### src/hw/rtl/point_in_polygon_test_core_defines.svh
// Assertion macros for the point-in-polygon core
`ifndef POINT_IN_POLYGON_TEST_CORE_DEFINES_SVH
`define POINT_IN_POLYGON_TEST_CORE_DEFINES_SVH

`ifndef SYNTHESIS
`define PIPT_ASSERT(lbl, prop, msg) \
  lbl: assert property (@(posedge clk) disable iff (rst) prop) else $error(msg);
`define PIPT_ASSERT_RST(lbl, prop, msg) \
  lbl: assert property (@(posedge clk) prop) else $error(msg);
`else
`define PIPT_ASSERT(lbl, prop, msg)
`define PIPT_ASSERT_RST(lbl, prop, msg)
`endif

`endif

### src/hw/rtl/pipt_pkg.sv
// Shared types and constants for the point-in-polygon core
`timescale 1ns / 1ps
package pipt_pkg;

  localparam int PIPT_MAX_VERTICES = 64;
  localparam int COORD_W = 10;
  localparam int COUNT_W = 7;

  localparam logic REQ_APPEND = 1'b0;
  localparam logic REQ_QUERY  = 1'b1;

  typedef enum logic [2:0] {
    ST_IDLE  = 3'b001,
    ST_SWEEP = 3'b010,
    ST_WAIT  = 3'b100
  } state_t;

  typedef struct packed {
    logic [COORD_W-1:0] x;
    logic [COORD_W-1:0] y;
  } vertex_t;

  typedef struct packed {
    logic valid;
    logic first;
    logic last;
  } tag_t;

  typedef struct packed {
    logic               inside_res;
    logic               table_overflow;
    logic [COUNT_W-1:0] stored_count;
  } rsp_t;

endpackage

### src/hw/rtl/pipt_if.sv
// Request and response channel interfaces
`timescale 1ns / 1ps
interface pipt_req_if import pipt_pkg::*; ();
  logic               valid;
  logic               ready;
  logic               req_type;
  logic               restart;
  logic [COORD_W-1:0] coord_x;
  logic [COORD_W-1:0] coord_y;

  modport source (output valid, req_type, restart, coord_x, coord_y, input ready);
  modport sink   (input valid, req_type, restart, coord_x, coord_y, output ready);
endinterface

interface pipt_rsp_if import pipt_pkg::*; ();
  logic               valid;
  logic               ready;
  logic               inside_res;
  logic               table_overflow;
  logic [COUNT_W-1:0] stored_count;

  modport source (output valid, inside_res, table_overflow, stored_count, input ready);
  modport sink   (input valid, inside_res, table_overflow, stored_count, output ready);
endinterface

### src/hw/rtl/pipt_vmem.sv
// Vertex memory: one write port, one registered read port
`timescale 1ns / 1ps
module pipt_vmem import pipt_pkg::*; #(
  parameter int DEPTH = PIPT_MAX_VERTICES,
  parameter int AW    = $clog2(PIPT_MAX_VERTICES)
) (
  input  logic          clk,
  input  logic          wr_en,
  input  logic [AW-1:0] wr_addr,
  input  vertex_t       wr_data,
  input  logic          rd_en,
  input  logic [AW-1:0] rd_addr,
  output vertex_t       rd_data
);

  vertex_t mem [DEPTH];

  always_ff @(posedge clk) begin
    if (wr_en) begin
      mem[wr_addr] <= wr_data;
    end
  end

  always_ff @(posedge clk) begin
    if (rd_en) begin
      rd_data <= mem[rd_addr];
    end
  end

endmodule

### src/hw/rtl/pipt_edge.sv
// Edge crossing pipeline: straddle test, cross products, parity
`timescale 1ns / 1ps
module pipt_edge import pipt_pkg::*; (
  input  logic               clk,
  input  logic               rst,
  input  logic               start,
  input  logic [COORD_W-1:0] qx,
  input  logic [COORD_W-1:0] qy,
  input  tag_t               tag,
  input  vertex_t            vtx,
  output logic               done,
  output logic               odd
);

  localparam int SDW = COORD_W + 1;
  localparam int PW  = 2 * SDW;

  logic [COORD_W-1:0] qx_r, qy_r, px, py;
  logic               straddle, prefilter;
  logic signed [SDW-1:0] a, b, c, d;

  logic                  s1_valid, s1_last, s1_cnt, s1_pos;
  logic signed [SDW-1:0] s1_a, s1_b, s1_c, s1_d;
  logic                  s2_valid, s2_last, s2_cnt, s2_pos;
  logic signed [PW-1:0]  s2_l, s2_r;
  logic                  left;

  always_comb begin
    straddle  = (vtx.y < qy_r && py >= qy_r) || (py < qy_r && vtx.y >= qy_r);
    prefilter = (vtx.x <= qx_r) || (px <= qx_r);
    a = $signed({1'b0, qy_r}) - $signed({1'b0, vtx.y});
    b = $signed({1'b0, px}) - $signed({1'b0, vtx.x});
    c = $signed({1'b0, qx_r}) - $signed({1'b0, vtx.x});
    d = $signed({1'b0, py}) - $signed({1'b0, vtx.y});
    left = s2_pos ? (s2_l < s2_r) : (s2_l > s2_r);
  end

  always_ff @(posedge clk) begin
    if (start) begin
      qx_r <= qx;
      qy_r <= qy;
    end
    if (tag.valid) begin
      px <= vtx.x;
      py <= vtx.y;
    end
    s1_cnt <= straddle && prefilter;
    s1_pos <= (py > vtx.y);
    s1_a   <= a;
    s1_b   <= b;
    s1_c   <= c;
    s1_d   <= d;
    s2_l   <= s1_a * s1_b;
    s2_r   <= s1_c * s1_d;
    s2_cnt <= s1_cnt;
    s2_pos <= s1_pos;
  end

  always_ff @(posedge clk) begin
    if (rst) begin
      s1_valid <= 1'b0;
      s1_last  <= 1'b0;
      s2_valid <= 1'b0;
      s2_last  <= 1'b0;
      done     <= 1'b0;
      odd      <= 1'b0;
    end else begin
      s1_valid <= tag.valid && !tag.first;
      s1_last  <= tag.last;
      s2_valid <= s1_valid;
      s2_last  <= s1_last;
      done     <= s2_valid && s2_last;
      if (start) begin
        odd <= 1'b0;
      end else if (s2_valid && s2_cnt && left) begin
        odd <= !odd;
      end
    end
  end

endmodule

### src/hw/rtl/point_in_polygon_test_core.sv
// Point-in-polygon core: vertex table, sweep control, result register
//
// Requests arrive on req (valid/ready). An append beat (req_type 0) stores
// one vertex; restart empties the table first. A plain append to a full
// table is dropped and answers with table_overflow set. A query beat
// (req_type 1) tests the point by the even-odd crossing rule over all
// stored edges and answers with inside_res.
// Every request yields exactly one beat on rsp, carrying stored_count.
// An append or a query on an empty table answers through the output
// register, or through the holding slot while rsp is stalled. A query
// with N stored vertices reads the vertex memory once per cycle through its
// single read port (N + 1 reads, the last vertex first), then answers
// when the edge pipeline is done; req is held off until then.
// The result sits in an output register with a one-beat holding slot
// behind it: a new request is accepted while a result waits on rsp, and
// outside a query req stalls only once both are full.
// Reset empties the table (vertex count zero) and drops any pending beat.
`timescale 1ns / 1ps
`include "point_in_polygon_test_core_defines.svh"
module point_in_polygon_test_core import pipt_pkg::*; #(
  parameter int MAX_VERTICES = PIPT_MAX_VERTICES
) (
  input  logic         clk,
  input  logic         rst,
  pipt_req_if.sink     req,
  pipt_rsp_if.source   rsp
);

  localparam int AW = $clog2(MAX_VERTICES);
  localparam int CW = $clog2(MAX_VERTICES + 1);
  localparam logic [CW-1:0] CNT_MAX = CW'(MAX_VERTICES);

  state_t         state;
  logic [CW-1:0]  cnt, cnt_next;
  logic [AW-1:0]  idx, last_idx;
  tag_t           rd_tag, dat_tag;
  logic           accept, full, is_query;
  logic           wr_en, rd_en;
  logic [AW-1:0]  wr_addr, rd_addr;
  vertex_t        wr_data, rd_data;
  logic           e_done, e_odd;
  logic           fin_valid, pend_valid, out_free, out_load;
  rsp_t           fin, pend, out_src;

  assign req.ready = (state == ST_IDLE) && !pend_valid;
  assign accept    = req.valid && req.ready;
  assign is_query  = (req.req_type == REQ_QUERY);
  assign full      = (cnt == CNT_MAX);
  assign wr_data   = '{x: req.coord_x, y: req.coord_y};
  assign wr_addr   = req.restart ? '0 : cnt[AW-1:0];

  always_comb begin
    wr_en     = 1'b0;
    rd_en     = 1'b0;
    rd_addr   = idx;
    rd_tag    = '0;
    cnt_next  = cnt;
    fin_valid = 1'b0;
    fin       = '0;
    case (state)
      ST_IDLE: begin
        if (accept) begin
          if (!is_query) begin
            if (req.restart || !full) begin
              wr_en    = 1'b1;
              cnt_next = req.restart ? CW'(1) : cnt + CW'(1);
            end else begin
              fin.table_overflow = 1'b1;
            end
            fin_valid        = 1'b1;
            fin.stored_count = COUNT_W'(cnt_next);
          end else if (cnt == '0) begin
            fin_valid        = 1'b1;
            fin.stored_count = COUNT_W'(cnt);
          end else begin
            rd_en   = 1'b1;
            rd_addr = AW'(cnt - CW'(1));
            rd_tag  = '{valid: 1'b1, first: 1'b1, last: 1'b0};
          end
        end
      end
      ST_SWEEP: begin
        rd_en   = 1'b1;
        rd_addr = idx;
        rd_tag  = '{valid: 1'b1, first: 1'b0, last: (idx == last_idx)};
      end
      ST_WAIT: begin
        if (e_done) begin
          fin_valid        = 1'b1;
          fin.inside_res   = e_odd;
          fin.stored_count = COUNT_W'(cnt);
        end
      end
      default: begin
      end
    endcase
  end

  always_ff @(posedge clk) begin
    if (rst) begin
      state   <= ST_IDLE;
      cnt     <= '0;
      dat_tag <= '0;
    end else begin
      cnt     <= cnt_next;
      dat_tag <= rd_tag;
      case (state)
        ST_IDLE: begin
          if (accept && is_query && cnt != '0) begin
            state <= ST_SWEEP;
          end
        end
        ST_SWEEP: begin
          if (idx == last_idx) begin
            state <= ST_WAIT;
          end
        end
        ST_WAIT: begin
          if (e_done) begin
            state <= ST_IDLE;
          end
        end
        default: begin
          state <= ST_IDLE;
        end
      endcase
    end
  end

  always_ff @(posedge clk) begin
    if (state == ST_IDLE) begin
      idx      <= '0;
      last_idx <= AW'(cnt - CW'(1));
    end else begin
      idx <= idx + AW'(1);
    end
  end

  // output register plus one holding slot
  assign out_free = !rsp.valid || rsp.ready;
  assign out_load = (fin_valid || pend_valid) && out_free;
  assign out_src  = pend_valid ? pend : fin;

  always_ff @(posedge clk) begin
    if (rst) begin
      rsp.valid  <= 1'b0;
      pend_valid <= 1'b0;
    end else begin
      if (out_load) begin
        rsp.valid <= 1'b1;
      end else if (rsp.ready) begin
        rsp.valid <= 1'b0;
      end
      if (fin_valid && !out_free) begin
        pend_valid <= 1'b1;
      end else if (pend_valid && out_free) begin
        pend_valid <= 1'b0;
      end
    end
  end

  always_ff @(posedge clk) begin
    if (fin_valid && !out_free) begin
      pend <= fin;
    end
    if (out_load) begin
      rsp.inside_res     <= out_src.inside_res;
      rsp.table_overflow <= out_src.table_overflow;
      rsp.stored_count   <= out_src.stored_count;
    end
  end

  pipt_vmem #(
    .DEPTH (MAX_VERTICES),
    .AW    (AW)
  ) u_vmem (
    .clk     (clk),
    .wr_en   (wr_en),
    .wr_addr (wr_addr),
    .wr_data (wr_data),
    .rd_en   (rd_en),
    .rd_addr (rd_addr),
    .rd_data (rd_data)
  );

  pipt_edge u_edge (
    .clk   (clk),
    .rst   (rst),
    .start (accept && is_query),
    .qx    (req.coord_x),
    .qy    (req.coord_y),
    .tag   (dat_tag),
    .vtx   (rd_data),
    .done  (e_done),
    .odd   (e_odd)
  );

  `PIPT_ASSERT(a_no_write_busy, (state != ST_IDLE) |-> !wr_en, "table written during a sweep")
  `PIPT_ASSERT(a_cnt_range, cnt <= CNT_MAX, "vertex count beyond capacity")
  `PIPT_ASSERT(a_pend_out, pend_valid |-> rsp.valid, "held beat without output beat")
  `PIPT_ASSERT(a_done_wait, e_done |-> (state == ST_WAIT), "edge pipeline done outside a query")
  `PIPT_ASSERT_RST(a_rst, rst |=> (state == ST_IDLE && !rsp.valid && cnt == '0),
    "reset did not clear control")

endmodule
### src/flat_wrapper.sv
// flat-port wrapper written by rule: the top's interface ports become plain ports
module point_in_polygon_test_core_flat import pipt_pkg::*;
#(
  parameter int MAX_VERTICES = PIPT_MAX_VERTICES
)
  (clk, rst, req_valid, req_req_type, req_restart, req_coord_x, req_coord_y, req_ready, rsp_valid, rsp_inside_res, rsp_table_overflow, rsp_stored_count, rsp_ready);
  pipt_req_if req_i ();
  pipt_rsp_if rsp_i ();
  input  logic clk;
  input  logic rst;
  input wire logic [$bits(req_i.valid)-1:0] req_valid;
  input wire logic [$bits(req_i.req_type)-1:0] req_req_type;
  input wire logic [$bits(req_i.restart)-1:0] req_restart;
  input wire logic [$bits(req_i.coord_x)-1:0] req_coord_x;
  input wire logic [$bits(req_i.coord_y)-1:0] req_coord_y;
  output wire logic [$bits(req_i.ready)-1:0] req_ready;
  output wire logic [$bits(rsp_i.valid)-1:0] rsp_valid;
  output wire logic [$bits(rsp_i.inside_res)-1:0] rsp_inside_res;
  output wire logic [$bits(rsp_i.table_overflow)-1:0] rsp_table_overflow;
  output wire logic [$bits(rsp_i.stored_count)-1:0] rsp_stored_count;
  input wire logic [$bits(rsp_i.ready)-1:0] rsp_ready;
  assign req_i.valid = req_valid;
  assign req_i.req_type = req_req_type;
  assign req_i.restart = req_restart;
  assign req_i.coord_x = req_coord_x;
  assign req_i.coord_y = req_coord_y;
  assign req_ready = req_i.ready;
  assign rsp_valid = rsp_i.valid;
  assign rsp_inside_res = rsp_i.inside_res;
  assign rsp_table_overflow = rsp_i.table_overflow;
  assign rsp_stored_count = rsp_i.stored_count;
  assign rsp_i.ready = rsp_ready;
  point_in_polygon_test_core #(.MAX_VERTICES(MAX_VERTICES)) u_core (.clk(clk), .rst(rst), .req(req_i), .rsp(rsp_i));
endmodule
### config.mk
export PLATFORM = sky130hd
export DESIGN_NAME = point_in_polygon_test_core_flat
export DESIGN_NICKNAME = d
export VERILOG_FILES = /design/src/hw/rtl/pipt_pkg.sv /design/src/hw/rtl/pipt_if.sv /design/src/hw/rtl/pipt_vmem.sv /design/src/hw/rtl/pipt_edge.sv /design/src/hw/rtl/point_in_polygon_test_core.sv /design/src/flat_wrapper.sv
export VERILOG_INCLUDE_DIRS = /design/src /design/src/hw/rtl
export SDC_FILE = /design/constraint.sdc
export NUM_CORES = 2
export LEC_CHECK = 0
export BUFFER_PORTS_ARGS = -buffer_cell sky130_fd_sc_hd__buf_4
export CAP_MARGIN = 20
export CORE_ASPECT_RATIO = 1.4
export CORE_UTILIZATION = 64
export CTS_CLUSTER_DIAMETER = 150
export CTS_CLUSTER_SIZE = 28
export DETAILED_ROUTE_END_ITERATION = 8
export PLACE_DENSITY = 0.8
export SYNTH_ARGS = -nofsm -noshare
export SYNTH_HDL_FRONTEND = slang
export SYNTH_SLANG_ARGS = --single-unit
### constraint.sdc
create_clock -name clk -period 7.4 [get_ports clk]
set_input_delay 0 -clock clk [delete_from_list [all_inputs] [get_ports clk]]
set_output_delay 0 -clock clk [all_outputs]
set_load 0.02 [all_outputs]
Word level (Yosys, flattened, before mapping)
Memories as Yosys holds them, arrays and structs flattened. A register that Yosys moved wholly into a read port is not among the register bits.
Index checks and enable logic that the tools add are counted.
- input bits: 26
- memories: 1
- bits in writable memories: 1280
- bits in registers: 183
- $lt $le $gt $ge: 9
- $add $sub $neg: 7
- bitwise operators: 1
- multiplexer cells: 49
- reductions and logical operators: 32
- equal/unequal tests: 8
- multiply operators: 2
- memory list (memory ; depth ; width ; rd ports ; clocked after Yosys merged registers in ; wr ports ; RTL line ; text):
    u_core.u_vmem.mem ; 64 ; 20 ; 1 ; 1 ; 1 ; pipt_vmem.sv:16 ; vertex_t mem [DEPTH];
- operator list (cell ; number):
    two-way mux 7 bit ; 8
    multiplier 11 x 11 -> 22 bit ; 2
    subtractor 10 x 10 -> 11 bit ; 4
    two-way mux 6 bit ; 5
    two-way mux 1 bit ; 23
    greater-than comparator 22 bit ; 1
    < comparator 22 bit ; 1
    greater-or-equal comparator 10 bit ; 2
    <= comparator 10 bit ; 2
    < comparator 10 bit ; 2
    two-way mux 3 bit ; 6
    logical AND 1 bit ; 14
    one-hot mux 7 bit (2 select lines) ; 1
    greater-than comparator 10 bit ; 1
    two-way mux 9 bit ; 1
    one-hot mux 3 bit (3 select lines) ; 1
    two-way mux 8 bit ; 1
    adder 7 x 1 -> 7 bit, second input constant ; 1
    == test 7 bit, second input constant ; 1
    logical NOT 7 bit ; 1
    nonzero test 7 bit ; 1
    adder 6 x 1 -> 6 bit, second input constant ; 1
    == test 6 bit ; 1
    logical NOT 1 bit ; 6
    13 further kinds ; 21

Depth between registers and ports, before layout
- depth after elaboration: 11
- depth in mapped cells: 21
- gate-level depth less buffers: 20

Cells and area by module
From an unflattened synthesis, not the netlist that was laid out.
- cell total of the unflattened synthesis: 4096
- area, all modules: 67372.1 sq um
- modules (own cells, without submodules) (module ; cells an instance ; area each (sq um) ; instances):
    pipt_vmem ; 2243 ; 49695.2 ; 1
    pipt_edge ; 1642 ; 15496.1 ; 1
    point_in_polygon_test_core ; 211 ; 2180.8 ; 1

Least setup slack after synthesis
OpenSTA, ideal clock, no wires.
- path type: register to register
- start: register u_core.u_edge.s1_d[2]
- end: register u_core.u_edge.s2_r[21]
- required time: 7.328 ns
- data arrival time: 5.079 ns
- buffers on the path: 1
- cell stages (with the launch flop): 18
- library setup time: 0.072 ns
- slack: 2.250 ns
- cell sequence: dfxtp_1 clkbuf_1 nand2_1 fa_1 inv_1 fa_1 fa_1 fa_1 inv_1 fa_1 inv_1 ha_1 a21o_1 a21o_1 o41ai_1 o2111ai_1 a21oi_1 xor2_1
- longest elaborated chain between the ends: 1
- RTL lines (element ; RTL line ; text):
    start, declared ; pipt_edge.sv:23 ; logic signed [SDW-1:0] s1_a, s1_b, s1_c, s1_d;
    start signal, assigned ; pipt_edge.sv:52 ; s1_d <= d;
    multiplier 11 x 11 -> 22 bit ; pipt_edge.sv:54 ; s2_r <= s1_c * s1_d;
    end signal, assigned ; pipt_edge.sv:54 ;
    end, declared ; pipt_edge.sv:25 ; logic signed [PW-1:0] s2_l, s2_r;
No other way between the ends.
A chain may end at the register's enable or synchronous reset.

Worst setup path after layout
Same ends and word-level chain as after synthesis.

==> summary.md <==
| Metric | Value |
|---|---|
| Height of the die | `387 µm` |
| Slowest cell delay on critical path | `610 ps` |
| Most frequent standard cell in the layout excluding fill and tap cells | `sky130_fd_sc_hd__edfxtp_1` |
| Count of warnings emitted by yosys | `0` |
| Worst hold path class | `input port to flip-flop` |
| Final setup skew | `30.7 ps` |
| Insertion delay to the later sink of the worst-skew pair | `700 ps` |
| HPWL after detailed placement | `111000 µm` |
| TritonCTS clock tree | `done` |
| Syn Inst Count | `5224` |
| Synthesized cell area | `0.0679 mm²` |
| Die area | `0.107 mm²` |
| Area Growth Syn to Fin | `5.88%` |
| Global routing usage summed across all routing layers | `32.3%` |
| Outcome | `finished clean` |
| Headroom to the max-slew limit | `24.3%` |
| CTS H-tree lvls | `2` |
| Fraction of synthesized cell area taken by the top area cell type | `60.3%` |
| Placeable Area | `0.105 mm²` |
| Proportion of layout cells with a drive suffix above 1 | `6.94%` |
| Average vias per placed instance | `6.45` |
| Number of synthesized flops with an enable pin | `1364` |
| Arrival time worst endpoint | `6290 ps` |
| Fraction of the yosys area taken by sequential cells | `63.8%` |
| Post-route DRC violation count | `0` |
| Post-Route Setup TNS | `0 ps` |
| Top post-synthesis cells by area | `sky130_fd_sc_hd__edfxtp_1, sky130_fd_sc_hd__fa_1, sky130_fd_sc_hd__nand2_1` |
| Largest net degree at the start of global routing | `130` |
| Fin. Hold Viols | `0` |
| Crit start category | `flip-flop` |
| Global-route wire length before repair | `257000 µm` |
| Wire length reported by the detailed router | `173000 µm` |
| Register-to-register setup slack | `1730 ps` |
| Initial antenna violation count | `2` |
| Number of buffers created by CTS | `58` |
| Final setup violation count | `0` |
| Share of synthesized flip-flops with an asynchronous set or reset | `0%` |
| Critical setup path kind | `flip-flop to flip-flop` |
| Number of antenna-violating nets in the routed design | `0` |
| Setup fix buffers added after clock tree synthesis | `0` |
| Post-synth top flop | `sky130_fd_sc_hd__edfxtp_1` |
| Number of global-route vias before repair | `42400` |
| Worst reg2reg startpoint | `u_core.u_edge.s1_d[2]` |
| Commonest cells after routing, fill and taps aside | `sky130_fd_sc_hd__edfxtp_1, sky130_fd_sc_hd__nand2_1, sky130_fd_sc_hd__inv_1` |
| Net count of the finished layout | `5650` |
| Slowest cell on the critical path | `sky130_fd_sc_hd__dfxtp_1` |
| WL/cell | `26.2 µm` |
| Register bit total from synthesis | `1483` |
| CP Buf/Inv Count | `3` |
| CTS clk-pin slew, worst paths | `110 ps` |
| Longest Clk Path Bufs | `3` |
| 1st-iter DRT viols | `5084` |
| Post-synthesis area per instance | `13.0 µm²` |
| Sort of element at the end of the critical path | `flip-flop` |
| Critical path depth in cells | `17` |
| Highest clock frequency the design can meet | `176 MHz` |
| Critical path peak fanout | `11` |
| Hold path endpoint | `u_core.rsp.valid` |
| GP Congestion | `0.901` |
| Endpoint required time on the critical path | `8020 ps` |
| Top cell by count, worst path | `sky130_fd_sc_hd__fa_1` |
| Gr ovfl total | `0` |
| IO Port Bufs | `36` |
| Clock Root Buffer | `sky130_fd_sc_hd__clkbuf_16` |
| Hold Path Origin | `rsp_ready` |
| Unrepaired setup endpoints after global routing | `false` |
| Post-Syn Nets | `5668` |
| Starting utilization of the core area | `64.5%` |
| Slew @ Worst Pin | `1130 ps` |
| Shortest period the worst path allows | `5670 ps` |
| Worst Reg2Reg Path Length in Cells | `17` |
| Number of pins with negative max-slew slack in the final report | `0` |
| Cell chain of the critical path | `nand2_1, fa_1, inv_1, fa_1, fa_1, fa_1, inv_1, fa_1, inv_1, ha_1, and2_1, a31o_2, a41o_1, o41ai_1, o2111ai_1, a21oi_1, xor2_1` |
| Top delay family on crit path | `adder cells` |
| Count of boundary I/O pins | `37` |
| Number of search-and-repair iterations in the first detailed-routing pass | `6` |
| Share of the cycle needed by the critical path after routing | `76.6%` |
| Post-synthesis cell type count | `77` |
| Max-cap violation count | `0` |
| Destination of the worst register-to-register timing path | `u_core.u_edge.s2_r[21]` |
| Cell count of the worst hold path | `4` |
| Horizontal die dimension | `277 µm` |
| Leading area contributor after synthesis | `sky130_fd_sc_hd__edfxtp_1` |
| Number of standard-cell rows in the floorplan | `141` |
| TritonCTS Sinks | `1483` |
| Total via count after detailed routing | `42600` |
metal layers:
| metal | vias up | part of all wire, % | track usage [%] |
|---|---|---|---|
| met5 | - | 0 | 0 |
| met4 | 0 | 8.6 | 24.2 |
| met3 | 561 | 8.1 | 3.42 |
| met2 | 2466 | 51 | 55.5 |
| met1 | 21000 | 32 | 37.6 |
| li1 | 18500 | - | - |
tightest hold or removal path, cell delays in order:
cell and delay [ps]:
sky130_fd_sc_hd__dlygate4sd3_1 530, sky130_fd_sc_hd__buf_4 90, sky130_fd_sc_hd__nand2b_1 160, sky130_fd_sc_hd__a21oi_1 90
state kept, by name, summed over array words and instances (netlist names), 6 cells and up:
name	flops
u_core.u_edge.px	10
u_core.u_edge.py	10
u_core.cnt	7
u_core.u_vmem.mem	1280
u_core.u_edge.s1_d	11
u_core.u_edge.s2_r	22
u_core.last_idx	6
u_core.u_vmem.rd_data	20
u_core.u_edge.s1_b	11
u_core.rsp.stored_count	7
u_core.u_edge.qy_r	10
u_core.u_edge.s2_l	22
u_core.u_edge.s1_a	11
u_core.idx	6
u_core.pend	9
u_core.u_edge.s1_c	11
u_core.u_edge.qx_r	10
cells in the mapped netlist (all sizes together), types with 26 or more instances:
cell,count
a21o,32
a21oi,57
a311oi,178
and2,106
and3,111
buf,127
clkbuf,142
dfxtp,119
edfxtp,1364
fa,238
ha,180
inv,404
mux2i,26
mux4,39
nand2,1087
nand3,256
nand4,38
nor2,181
nor2b,30
nor3,28
o21ai,64
o22ai,80
xnor2,65
final cells by class:
cell class / instances / area (µm²)
Antenna cell: 1 / 2.50
Clock buffer: 98 / 1670
Fill cell: 6995 / 33400
Inverter: 406 / 1520
Multi-Input combinational cell: 3066 / 22000
Sequential cell: 1483 / 43300
Tap cell: 1358 / 1700
Timing Repair Buffer: 191 / 1660
what timing repair did:
action                                 4_1_cts  5_1_grt
hold buffers                                27        0
resized for setup                            0        0
setup endpoints to repair                    0        0
endpoints found under the hold margin     1324        0
how the worst max path moves through the flow:
stage                           start                     end  slack, ps
3_3_place_gp    u_core.u_edge.s1_d[2]  u_core.u_edge.s2_r[21]       1900
6_report        u_core.u_edge.s1_d[2]  u_core.u_edge.s2_r[21]       1730
4_1_cts         u_core.u_edge.s1_d[2]  u_core.u_edge.s2_r[21]       1780
5_1_grt        u_core.u_edge.s1_d[10]  u_core.u_edge.s2_r[21]       1510
3_5_place_dp    u_core.u_edge.s1_d[2]  u_core.u_edge.s2_r[21]       1800
2_1_floorplan   u_core.u_edge.s1_d[2]  u_core.u_edge.s2_r[21]       2250
metrics by stage:
stage               utilization [%]  setup slack, ps  std cells  hold slack (ps)  area, µm²
finish                         68.3             1730       6603              229      71900
detailed placement             66.4             1800       6476              315      69900
global route                   68.3             1510       6602              266      71900
floorplan                         -             2250       5224             89.7      67900
CTS                            68.2             1780       6601              205      71900
global placement               66.4             1900       6474              316      69900
kinds of logic after synthesis:
logic type      count (synthesis)  share of synthesized area (%)
buf+inv                       675                           4.09
compound gates                572                           6.20
xor+xnor                       83                           1.07
simple gates                 1915                           12.6
fa+ha+maj                     418                           10.3
flops                        1483                           63.8
mux                            78                           1.89
Power is not shown: default switching activity piles up to over one toggle a cycle in this logic, so the estimate is an artifact.
